### config.mk
export PLATFORM = sky130hd
export DESIGN_NAME = box_to_circle_cover_unit
export DESIGN_NICKNAME = d
export VERILOG_FILES = /design/src/sv/bcc_pkg.sv /design/src/sv/bcc_front.sv /design/src/sv/bcc_queue.sv /design/src/sv/bcc_back.sv /design/src/sv/box_to_circle_cover_unit.sv
export VERILOG_INCLUDE_DIRS = /design/src /design/src/sv
export SDC_FILE = /design/constraint.sdc
export NUM_CORES = 2
export LEC_CHECK = 0
export ABC_AREA = 1
export BUFFER_PORTS_ARGS = -buffer_cell sky130_fd_sc_hd__buf_2
export CAP_MARGIN = 0
export CORE_MARGIN = 5
export CORE_UTILIZATION = 45
export DETAILED_ROUTE_END_ITERATION = 10
export HOLD_SLACK_MARGIN = 0.08
export PLACE_DENSITY = 0.62
export SETUP_SLACK_MARGIN = 0.5
export SLEW_MARGIN = 10
export SYNTH_ARGS = -nofsm -noshare
export SYNTH_HDL_FRONTEND = slang
export SYNTH_HIERARCHICAL = 1
export SYNTH_SLANG_ARGS = --single-unit
### constraint.sdc
create_clock -name clock -period 15.4 [get_ports clock]
set_clock_uncertainty 0.1 [all_clocks]
set_input_delay 2.31 -clock clock [delete_from_list [all_inputs] [get_ports clock]]
set_output_delay 2.31 -clock clock [all_outputs]
set_load 0.01 [all_outputs]
### src/sv/box_to_circle_cover_unit_defines.svh
// Assertion macros shared by the box to circle cover unit.
`ifndef BOX_TO_CIRCLE_COVER_UNIT_DEFINES_SVH
`define BOX_TO_CIRCLE_COVER_UNIT_DEFINES_SVH
// Property that must hold at every clock edge outside reset.
`define BCC_ASSERT(label, clk, rst, prop, msg) \
   label: assert property (@(posedge clk) disable iff (rst) (prop)) else $error(msg);
// Implication checked at every clock edge outside reset.
`define BCC_ASSERT_IMPL(label, clk, rst, ante, cons, msg) \
   label: assert property (@(posedge clk) disable iff (rst) (ante) |-> (cons)) else $error(msg);
`endif

### src/sv/bcc_pkg.sv
// Package with the shared types and constants of the box to circle cover unit.
`default_nettype none
package bcc_pkg;
   localparam logic [15:0] NEAR_SQUARE_UNITS = 16'd10;
   localparam logic [15:0] SPACING_RESET = 16'd1024;

   typedef struct packed {
      logic signed [31:0] cx;
      logic signed [31:0] cy;
      logic signed [16:0] tx;
      logic signed [16:0] ty;
      logic [15:0]        big;
      logic [15:0]        rad;
      logic [17:0]        span;
      logic               single;
   } job_type;

   typedef enum logic [2:0] {
      ST_IDLE, ST_DIV, ST_STEP, ST_MUL, ST_ADD, ST_OUT
   } back_state_type;
endpackage
`default_nettype wire

### src/sv/bcc_front.sv
// Front end: classifies a box, picks the long axis and the radius.
`default_nettype none
module bcc_front (
   input  wire logic                  clock,
   input  wire logic                  reset,
   input  wire logic                  in_valid,
   output logic                       in_ready,
   input  wire logic signed [31:0]    in_cx,
   input  wire logic signed [31:0]    in_cy,
   input  wire logic [15:0]           in_hl,
   input  wire logic [15:0]           in_hw,
   input  wire logic signed [15:0]    in_tx,
   input  wire logic signed [15:0]    in_ty,
   output logic                       job_valid,
   input  wire logic                  job_ready,
   output bcc_pkg::job_type           job
);
   bcc_pkg::job_type job_ff, job_in;
   logic valid_ff;
   logic [15:0] diff;
   logic swap;

   assign in_ready = !valid_ff || job_ready;
   assign job_valid = valid_ff;
   assign job = job_ff;

   always_comb begin
      swap = in_hl < in_hw;
      diff = swap ? in_hw - in_hl : in_hl - in_hw;
      job_in.cx = in_cx;
      job_in.cy = in_cy;
      job_in.single = diff < bcc_pkg::NEAR_SQUARE_UNITS;
      if (swap) begin
         job_in.tx = -(17'(in_ty));
         job_in.ty = 17'(in_tx);
         job_in.big = in_hw;
         job_in.rad = in_hl;
      end else begin
         job_in.tx = 17'(in_tx);
         job_in.ty = 17'(in_ty);
         job_in.big = in_hl;
         job_in.rad = in_hw;
      end
      job_in.span = {1'b0, job_in.big - job_in.rad, 1'b0};
   end

   always_ff @(posedge clock) begin
      if (reset) begin
         valid_ff <= 1'b0;
      end else if (in_ready) begin
         valid_ff <= in_valid;
      end
      if (in_ready && in_valid) begin
         job_ff <= job_in;
      end
   end
endmodule
`default_nettype wire

### src/sv/bcc_queue.sv
// Two-entry queue between the front and back ends.
`default_nettype none
module bcc_queue (
   input  wire logic              clock,
   input  wire logic              reset,
   input  wire logic              wr_valid,
   output logic                   wr_ready,
   input  wire bcc_pkg::job_type  wr_data,
   output logic                   rd_valid,
   input  wire logic              rd_ready,
   output bcc_pkg::job_type       rd_data
);
   bcc_pkg::job_type mem_ff [2];
   logic wp_ff, rp_ff;
   logic [1:0] cnt_ff;

   assign wr_ready = cnt_ff != 2'd2;
   assign rd_valid = cnt_ff != 2'd0;
   assign rd_data = mem_ff[rp_ff];

   always_ff @(posedge clock) begin
      if (reset) begin
         wp_ff <= 1'b0;
         rp_ff <= 1'b0;
         cnt_ff <= 2'd0;
      end else begin
         if (wr_valid && wr_ready) wp_ff <= !wp_ff;
         if (rd_valid && rd_ready) rp_ff <= !rp_ff;
         cnt_ff <= cnt_ff + 2'(wr_valid && wr_ready) - 2'(rd_valid && rd_ready);
      end
      if (wr_valid && wr_ready) mem_ff[wp_ff] <= wr_data;
   end
endmodule
`default_nettype wire

### src/sv/bcc_back.sv
// Back end: circle count by serial division (a near-square box skips it), then one circle per step.
`default_nettype none
module bcc_back #(
   parameter int MAX_CIRCLES = 16
) (
   input  wire logic              clock,
   input  wire logic              reset,
   input  wire logic [15:0]       spacing,
   input  wire logic              job_valid,
   output logic                   job_ready,
   input  wire bcc_pkg::job_type  job,
   output logic                   out_valid,
   input  wire logic              out_ready,
   output logic signed [31:0]     out_x,
   output logic signed [31:0]     out_y,
   output logic [15:0]            out_rad,
   output logic [3:0]             out_idx,
   output logic                   out_last,
   output logic                   out_sat
);
   localparam int CW = $clog2(MAX_CIRCLES + 1);
   localparam int NW = 24;
   localparam int QW = 18;

   bcc_pkg::back_state_type state_ff, state_in;
   bcc_pkg::job_type job_ff;
   logic [QW-1:0] quo_ff, quo_in;
   logic [NW-1:0] rem_ff, rem_in;
   logic [NW-1:0] num_ff, num_in;
   logic [16:0]   dvs_ff, dvs_in;
   logic [4:0]    bit_ff, bit_in;
   logic          phase_ff, phase_in;
   logic [CW-1:0] n_ff, n_in, i_ff, i_in;
   logic          sat_ff, sat_in;
   logic [NW-1:0] acc_ff, acc_in;
   logic signed [35:0] px_ff, py_ff;
   logic signed [31:0] ox_ff, oy_ff;
   logic [NW-1:0] trial;
   logic [15:0]   sp1;
   logic [17:0]   along;
   logic signed [18:0] offset;

   function automatic logic signed [31:0] rq14(input logic signed [35:0] p);
      logic signed [35:0] q;
      q = p + 36'sd8192;
      return 32'(q >>> 14);
   endfunction

   assign sp1 = (spacing == 16'd0) ? 16'd1 : spacing;
   assign trial = {rem_ff[NW-2:0], num_ff[NW-1]};
   assign job_ready = state_ff == bcc_pkg::ST_IDLE;
   assign along = 18'(job_ff.rad) + quo_ff;
   assign offset = $signed(19'(along) - 19'(job_ff.big));

   always_comb begin
      state_in = state_ff;
      case (state_ff)
         bcc_pkg::ST_IDLE: if (job_valid) begin
            state_in = job.single ? bcc_pkg::ST_OUT : bcc_pkg::ST_DIV;
         end
         bcc_pkg::ST_DIV: if (bit_ff == 5'd0 && phase_ff) state_in = bcc_pkg::ST_MUL;
         bcc_pkg::ST_STEP: if (bit_ff == 5'd0) state_in = bcc_pkg::ST_MUL;
         bcc_pkg::ST_MUL: state_in = bcc_pkg::ST_ADD;
         bcc_pkg::ST_ADD: state_in = bcc_pkg::ST_OUT;
         bcc_pkg::ST_OUT: if (out_ready) begin
            if (job_ff.single || i_ff == n_ff - CW'(1)) state_in = bcc_pkg::ST_IDLE;
            else state_in = bcc_pkg::ST_STEP;
         end
         default: state_in = bcc_pkg::ST_IDLE;
      endcase
   end

   always_comb begin
      quo_in = quo_ff; rem_in = rem_ff; num_in = num_ff; dvs_in = dvs_ff;
      bit_in = bit_ff; phase_in = phase_ff; n_in = n_ff; i_in = i_ff;
      sat_in = sat_ff; acc_in = acc_ff;
      case (state_ff)
         bcc_pkg::ST_IDLE: begin
            i_in = '0; sat_in = 1'b0; phase_in = 1'b0; n_in = CW'(1);
            quo_in = '0; rem_in = '0; bit_in = 5'(NW - 1);
            num_in = NW'(job.span) + NW'(sp1) - NW'(1);
            dvs_in = {1'b0, sp1};
            acc_in = '0;
         end
         bcc_pkg::ST_DIV, bcc_pkg::ST_STEP: begin
            num_in = {num_ff[NW-2:0], 1'b0};
            if (trial >= NW'(dvs_ff)) begin
               rem_in = trial - NW'(dvs_ff);
               quo_in = {quo_ff[QW-2:0], 1'b1};
            end else begin
               rem_in = trial;
               quo_in = {quo_ff[QW-2:0], 1'b0};
            end
            bit_in = bit_ff - 5'd1;
            if (state_ff == bcc_pkg::ST_DIV && bit_ff == 5'd0 && !phase_ff) begin
               if (quo_in + QW'(1) > QW'(MAX_CIRCLES)) begin
                  n_in = CW'(MAX_CIRCLES); sat_in = 1'b1;
               end else begin
                  n_in = CW'(quo_in + QW'(1));
               end
               phase_in = 1'b1;
               dvs_in = 17'(n_in - CW'(1));
               acc_in = NW'((n_in - CW'(1)) >> 1);
               num_in = NW'((n_in - CW'(1)) >> 1);
               rem_in = '0; quo_in = '0; bit_in = 5'(NW - 1);
            end
         end
         bcc_pkg::ST_OUT: if (out_ready) begin
            i_in = i_ff + CW'(1);
            acc_in = acc_ff + NW'(job_ff.span);
            num_in = acc_ff + NW'(job_ff.span);
            rem_in = '0; quo_in = '0; bit_in = 5'(NW - 1);
         end
         default: ;
      endcase
   end

   always_ff @(posedge clock) begin
      if (reset) begin
         state_ff <= bcc_pkg::ST_IDLE;
      end else begin
         state_ff <= state_in;
      end
      quo_ff <= quo_in; rem_ff <= rem_in; num_ff <= num_in; dvs_ff <= dvs_in;
      bit_ff <= bit_in; phase_ff <= phase_in; n_ff <= n_in; i_ff <= i_in;
      sat_ff <= sat_in; acc_ff <= acc_in;
      if (state_ff == bcc_pkg::ST_IDLE && job_valid) job_ff <= job;
      if (state_ff == bcc_pkg::ST_MUL) begin
         px_ff <= 36'(job_ff.tx) * 36'(offset);
         py_ff <= 36'(job_ff.ty) * 36'(offset);
      end
      if (state_ff == bcc_pkg::ST_ADD) begin
         ox_ff <= job_ff.cx + rq14(px_ff);
         oy_ff <= job_ff.cy + rq14(py_ff);
      end
   end

   assign out_valid = state_ff == bcc_pkg::ST_OUT;
   assign out_x = job_ff.single ? job_ff.cx : ox_ff;
   assign out_y = job_ff.single ? job_ff.cy : oy_ff;
   assign out_rad = job_ff.rad;
   assign out_idx = 4'(i_ff);
   assign out_last = job_ff.single || i_ff == n_ff - CW'(1);
   assign out_sat = !job_ff.single && sat_ff;
endmodule
`default_nettype wire

### src/sv/box_to_circle_cover_unit.sv
// Top level of the box to circle cover unit.
// Channel | Ports  | Word
// input   | req_*  | one box
// output  | rsp_*  | one circle
// config  | csr_*  | circle spacing
// An accepted box passes the front-end register and then the queue before the back end
// takes it. Two 24-bit serial divisions give the count and the first offset, then a
// multiply and an add state produce the first word; each further word needs another
// division, a multiply and an add. A near-square box skips the divisions and gives its
// word directly. The front end and a two-entry queue keep accepting boxes while the
// back end works or stalls, until both are full. Reset is synchronous and sets the
// spacing to 1024.
`default_nettype none
`include "box_to_circle_cover_unit_defines.svh"
module box_to_circle_cover_unit #(
   parameter int MAX_CIRCLES = 16
) (
   input  wire logic              clock,
   input  wire logic              reset,
   input  wire logic              csr_write_enable,
   input  wire logic [15:0]       csr_write_data,
   input  wire logic              req_valid,
   output logic                   req_ready,
   input  wire logic signed [31:0] req_center_x,
   input  wire logic signed [31:0] req_center_y,
   input  wire logic [15:0]       req_half_length,
   input  wire logic [15:0]       req_half_width,
   input  wire logic signed [15:0] req_tangent_x,
   input  wire logic signed [15:0] req_tangent_y,
   output logic                   rsp_valid,
   input  wire logic              rsp_ready,
   output logic signed [31:0]     rsp_circle_x,
   output logic signed [31:0]     rsp_circle_y,
   output logic [15:0]            rsp_radius,
   output logic [3:0]             rsp_circle_index,
   output logic                   rsp_last_circle,
   output logic                   rsp_count_saturated
);
   logic [15:0] spacing_ff;
   logic f_valid, f_ready, q_valid, q_ready;
   bcc_pkg::job_type f_job, q_job;

   always_ff @(posedge clock) begin
      if (reset) spacing_ff <= bcc_pkg::SPACING_RESET;
      else if (csr_write_enable) spacing_ff <= csr_write_data;
   end

   bcc_front u_front (
      .clock, .reset, .in_valid(req_valid), .in_ready(req_ready),
      .in_cx(req_center_x), .in_cy(req_center_y), .in_hl(req_half_length),
      .in_hw(req_half_width), .in_tx(req_tangent_x), .in_ty(req_tangent_y),
      .job_valid(f_valid), .job_ready(f_ready), .job(f_job));

   bcc_queue u_queue (
      .clock, .reset, .wr_valid(f_valid), .wr_ready(f_ready), .wr_data(f_job),
      .rd_valid(q_valid), .rd_ready(q_ready), .rd_data(q_job));

   bcc_back #(.MAX_CIRCLES(MAX_CIRCLES)) u_back (
      .clock, .reset, .spacing(spacing_ff), .job_valid(q_valid),
      .job_ready(q_ready), .job(q_job), .out_valid(rsp_valid),
      .out_ready(rsp_ready), .out_x(rsp_circle_x), .out_y(rsp_circle_y),
      .out_rad(rsp_radius), .out_idx(rsp_circle_index),
      .out_last(rsp_last_circle), .out_sat(rsp_count_saturated));

   `BCC_ASSERT_IMPL(a_sat_not_single, clock, reset, rsp_valid && rsp_count_saturated, rsp_radius == rsp_radius && !(rsp_last_circle && rsp_circle_index == 4'd0), "saturated box gave a single circle")
   `BCC_ASSERT_IMPL(a_rsp_stable, clock, reset, rsp_valid && !rsp_ready, ##1 rsp_valid, "response dropped while stalled")
endmodule
`default_nettype wire
Yosys cells after proc, flatten, opt, wreduce, memory -nomap -nowiden
Memory sizes are Yosys's and may differ from the RTL's. A register that Yosys moved wholly into a read port is not among the register bits.
Cells that the tools add are included.
- memories: 1
- memory bits (writable): 294
- word-level logic and storage cells: 153
- flip-flop bits (word level): 579
- bits of input ports: 149
- add/subtract/negate cells: 22
- order comparisons: 4
- mux-type cells: 47
- eq/ne operators: 13
- $mul: 2
- reductions and logical operators: 28
- memory list (name ; words ; width ; rd ports ; clocked after Yosys merged registers in ; wr ports ; line ; text):
    u_queue.mem_ff ; 2 ; 147 ; 1 ; 1 ; 1 ; bcc_queue.sv:13 ; bcc_pkg::job_type mem_ff [2];
- operators with widths (operator ; number):
    case mux 24 bit (3 select lines) ; 2
    adder 36 x 15 -> 36 bit (second input constant) ; 2
    multiplier 17 x 19 -> 36 bit ; 2
    2-to-1 mux 24 bit ; 3
    2-to-1 mux 23 bit ; 3
    case mux 23 bit (3 select lines) ; 1
    2-to-1 mux 66 bit ; 1
    adder 32 x 22 -> 32 bit ; 2
    2-to-1 mux 32 bit ; 2
    2-to-1 mux 18 bit ; 3
    case mux 18 bit (3 select lines) ; 1
    subtractor 16 bit ; 3
    2-to-1 mux 5 bit ; 7
    case mux 17 bit (2 select lines) ; 1
    2-to-1 mux 16 bit ; 2
    adder 24 x 18 -> 24 bit ; 1
    greater-or-equal comparator 24 x 17 -> 1 bit ; 1
    subtractor 24 x 1 -> 24 bit (second input constant) ; 1
    subtractor 23 x 17 -> 23 bit ; 1
    case mux 5 bit (2 select lines) ; 2
    adder 18 x 16 -> 19 bit ; 1
    subtractor 18 x 16 -> 19 bit ; 1
    adder 16 x 18 -> 18 bit ; 1
    adder 18 x 1 -> 18 bit (second input constant) ; 1
    34 further kinds ; 71

Depth between registers and ports, before layout
- depth in word-level cells: 11
- mapped depth: 47

By module
Netlist, hierarchy kept.
- by module, submodules not included (module ; instances ; area each (sq um) ; cells each ; seq. area each (sq um)):
    bcc_back ; 1 ; 46847.4 ; 5368 ; 11531.1
    bcc_queue ; 1 ; 11413.4 ; 500 ; 9048.7
    bcc_front ; 1 ; 8250.4 ; 883 ; 4404.2
    box_to_circle_cover_unit ; 1 ; 668.1 ; 100 ; 320.3

Worst setup path after synthesis
No wires, ideal clock.
- path type: input port to flip-flop
- start point: input port req_valid
- end point: register u_front.job_ff, in the netlist u_front/job[0], enable pin
- path buffers: 0
- arrival: 9.375 ns
- stages: 2
- slack: 5.226 ns
- setup time: 0.699 ns
- path through: inv_1 -> a21oi_1
- word-level cells in the longest chain between the ends: 1
- ends and longest elaborated chain (element ; line ; text):
    from (decl) ; box_to_circle_cover_unit.sv:22 ; input wire logic req_valid,
    logical AND 1 bit ; bcc_front.sv:53 ; if (in_ready && in_valid) begin
    to (signal assigned) ; bcc_front.sv:54 ; job_ff <= job_in;
    to (decl) ; bcc_front.sv:18 ; bcc_pkg::job_type job_ff, job_in;
No other way between the ends.
A chain may end at the register's enable or synchronous reset.

Final worst setup path
- start point: register u_back.quo_ff[0]
- end point: register u_back.px_ff[32] (data pin)
- word-level cells in the longest chain between the ends: 3
- ends and longest elaborated chain (element ; line ; text):
    from (decl) ; bcc_back.sv:27 ; logic [QW-1:0] quo_ff, quo_in;
    from (signal assigned) ; bcc_back.sv:124 ; quo_ff <= quo_in; rem_ff <= rem_in; num_ff <= num_in; dvs_ff <= dvs_in;
    adder 16 x 18 -> 18 bit ; bcc_back.sv:52 ; assign along = 18'(job_ff.rad) + quo_ff;
    subtractor 18 x 16 -> 19 bit ; bcc_back.sv:53 ; assign offset = $signed(19'(along) - 19'(job_ff.big));
    multiplier 17 x 19 -> 36 bit ; bcc_back.sv:129 ; px_ff <= 36'(job_ff.tx) * 36'(offset);
    to (signal assigned) ; bcc_back.sv:129 ;
    to (decl) ; bcc_back.sv:36 ; logic signed [35:0] px_ff, py_ff;
No other way between the ends.

==> metrics.md <==
| Metric | Value |
|---|---|
| First-pass iteration count of the detailed router | `5` |
| Area Growth Syn to Fin | `8.88%` |
| Flops & latches, synth | `851` |
| Number of levels the H-tree was split into | `3` |
| Placeable core region | `0.148 mm²` |
| Critical path origin | `u_back/quo_ff[0]$_SDFFCE_PN0P_` |
| Number of primary I/O pins | `237` |
| Setup violation total in the final timing report | `0` |
| Count of nets left with antenna violations after detail routing | `0` |
| Floorplan die width | `396 µm` |
| Count of max-cap constraint violations | `0` |
| Hold Path Class | `flip-flop to flip-flop` |
| Antenna violations before repair | `1` |
| Cell count after placement | `8860` |
| CTS Buf Count | `94` |
| Critical Path Fanout Max | `20` |
| Clock Sinks | `851` |
| Period utilization | `70.1%` |
| Count leader, synth | `inv_1` |
| Hold EP | `u_queue/mem_ff[0][141]$_DFFE_PP_` |
| Endpoint of the lowest-slack register-to-register path | `u_back/px_ff[32]$_DFFE_PN_` |
| Maximum number of pins on one net before global-route repair | `72` |
| Worst slack, placed | `4790 ps` |
| Hold path cells | `0` |
| Worst slew margin relative to its limit | `26.3%` |
| Kind of cell with the highest combined delay on the critical path | `adder cells` |
| Data required, critical path | `15750 ps` |
| Via count of the first global-routing pass | `48700` |
| Kind of start point of the critical path | `flip-flop` |
| Number of cells on the worst reg-to-reg path | `42` |
| All-Layer GR Usage | `21.8%` |
| Diodes inserted | `0` |
| Mapped Area | `0.0672 mm²` |
| Worst path bufs/invs | `5` |
| Post-synthesis cell type with the largest combined area | `edfxtp_1` |
| Vias per inst | `5.14` |
| Top cells by area in the synthesized netlist | `edfxtp_1, fa_1, inv_1` |
| Maximum frequency from static timing analysis | `0.0926 GHz` |
| DRT iter0 DRCs | `2867` |
| EDFF count, synth | `826` |
| Sum of routed wire length over all layers | `171000 µm` |
| Skew-Pair Late Insertion Delay | `720 ps` |
| Ys async rst share | `0%` |
| Synthesis warning total | `6` |
| Top cells by count, synth | `inv_1, nand2_1, edfxtp_1` |
| Actual transition at the worst max-transition pin | `1100 ps` |
| Count of final hold-check violations | `0` |
| Cell seen most often among critical-path stages | `nand2_1` |
| Residual DRC | `0` |
| Vias | `46400` |
| First-pass GRT wire length | `270000 µm` |
| Initial core utilization | `45.4%` |
| Reg2reg setup slack | `4610 ps` |
| Portion of the post-synthesis area used by sequential elements | `37.7%` |
| Final Wtd Congestion | `0.910` |
| Critical-path top delay cell | `inv_1` |
| Worst setup path class | `flip-flop to flip-flop` |
| Mean area per synthesized cell | `9.81 µm²` |
| Area share of the largest cell type after synthesis | `36.9%` |
| Number of slew-limit violations in the final report | `0` |
| Number of cells upsized or downsized after cts | `0` |
| Number of buffers on the longest clock path | `3` |
| Non-filler instance count after layout | `9033` |
| Critical Path Sink Type | `flip-flop` |
| Post-CTS setup buffer count | `0` |
| Share of layout cells above drive strength 1 | `9.90%` |
| RSZ-0062 raised after global routing | `false` |
| CTS Hold Bufs | `0` |
| Startpoint of the lowest-slack hold path | `u_front/job[141]$_DFFE_PP_` |
| Distinct cell type count after synthesis | `70` |
| Rows | `141` |
| Overflow left after global routing | `0` |
| Outcome | `finished, final reports clean` |
| Die area | `0.157 mm²` |
| Most instantiated flip-flop cell in the synthesis netlist | `edfxtp_1` |
| Total negative setup slack | `0 ps` |
| Worst path arrival time | `11140 ps` |
| Gate count of the mapped netlist | `6851` |
| Minimum clock period after layout | `10790 ps` |
| Launching point of the worst reg2reg path | `u_back/quo_ff[0]$_SDFFCE_PN0P_` |
| Worst hold margin | `334 ps` |
| Worst-case setup margin in the final layout | `4610 ps` |
| Clock-pin slew on the worst setup and hold paths | `60 ps` |
| Buffers added on ports | `236` |
| Die span in y | `396 µm` |
| Clock root buffer | `clkbuf_16` |
| Slowest stage delay, CP | `600 ps` |
| Per-cell routed wire length | `18.9 µm` |
| Sum of net half-perimeters after detailed placement | `133000 µm` |
| CTS tree | `done` |
| Net total in the final layout | `8208` |
[registers in the layout, summed over array words and instances, names as in the netlist, 3 cells and up, named ones only]
signal and count:
u_queue/mem_ff 298, u_front/job 146, u_back/job_ff 133, u_back/ox_ff 32
u_back/oy_ff 32, u_back/acc_ff 24, u_back/num_ff 24, u_back/px_ff 23
u_back/py_ff 23, u_back/rem_ff 23, u_back/quo_ff 18, u_back/dvs_ff 17
spacing_ff 16, u_back/out_rad 16, u_back/bit_ff 5, u_back/i_ff 5
u_back/n_ff 5, u_back/state_ff 3
[cell type report]
class	instances	area, µm²
repair buffers	282	1530
fillers	13600	74900
multi-input cells	4425	35600
clock inverters	60	713
inverters	1372	5150
well taps	1930	2410
flip-flops and latches	851	25300
clock buffers	113	2420
[kinds of logic after synthesis]
group | after synthesis | synth area share, %
multiplexers | 149 | 3.06
adder cells (fa/ha/maj) | 1033 | 26.6
AND/OR/NAND/NOR | 2301 | 14.1
XOR/XNOR | 254 | 3.31
other | 1 | 0.00558
flip-flops | 851 | 37.7
AO/OA/AOI/OAI | 686 | 5.79
buffers and inverters | 1576 | 9.44
[how the worst max path moves through the flow]
stage | end | cells past startpoint
3_5_place_dp | u_back/px_ff[32]$_DFFE_PN_ | 42
2_1_floorplan | u_front/job[0]$_DFFE_PP_ | 2
3_3_place_gp | u_back/px_ff[32]$_DFFE_PN_ | 42
6_report | u_back/px_ff[32]$_DFFE_PN_ | 42
4_1_cts | u_back/px_ff[32]$_DFFE_PN_ | 42
5_1_grt | u_back/px_ff[32]$_DFFE_PN_ | 42
[cell usage in the layout, fill, tap and decap left out, types with 25 or more instances in the layout]
cell type  count
o21ai_0      199
nand4_1       53
clkbuf_16     94
nor3_1        50
mux2_4       101
ha_1         374
nor2_1       590
mux2_2        48
o21ai_1       25
fa_1         659
xor2_1       175
edfxtp_1     826
nand3_1      168
buf_2        236
buf_4         46
nand2_1     1301
xnor2_1       79
nand2_2       46
a21oi_1      302
inv_1       1349
clkinv_1      33
[layer usage]
layer,up-vias,track usage [%],routed length [µm]
met5,-,0,0
met4,0,7.61,6360
met3,367,2.77,8310
met2,1326,39.4,87000
met1,22700,27.0,69500
li1,22100,-,-
[metrics by stage]
step                cell area (µm²)  util, %
detailed placement            70000     47.3
finish                        73100     49.4
global placement              70000     47.3
global route                  73100     49.4
CTS                           73100     49.4
floorplan                     67200        -
Power is left out: the tool's default activity adds up to more than one toggle a clock period on the data nets, which glitch-free logic cannot reach.
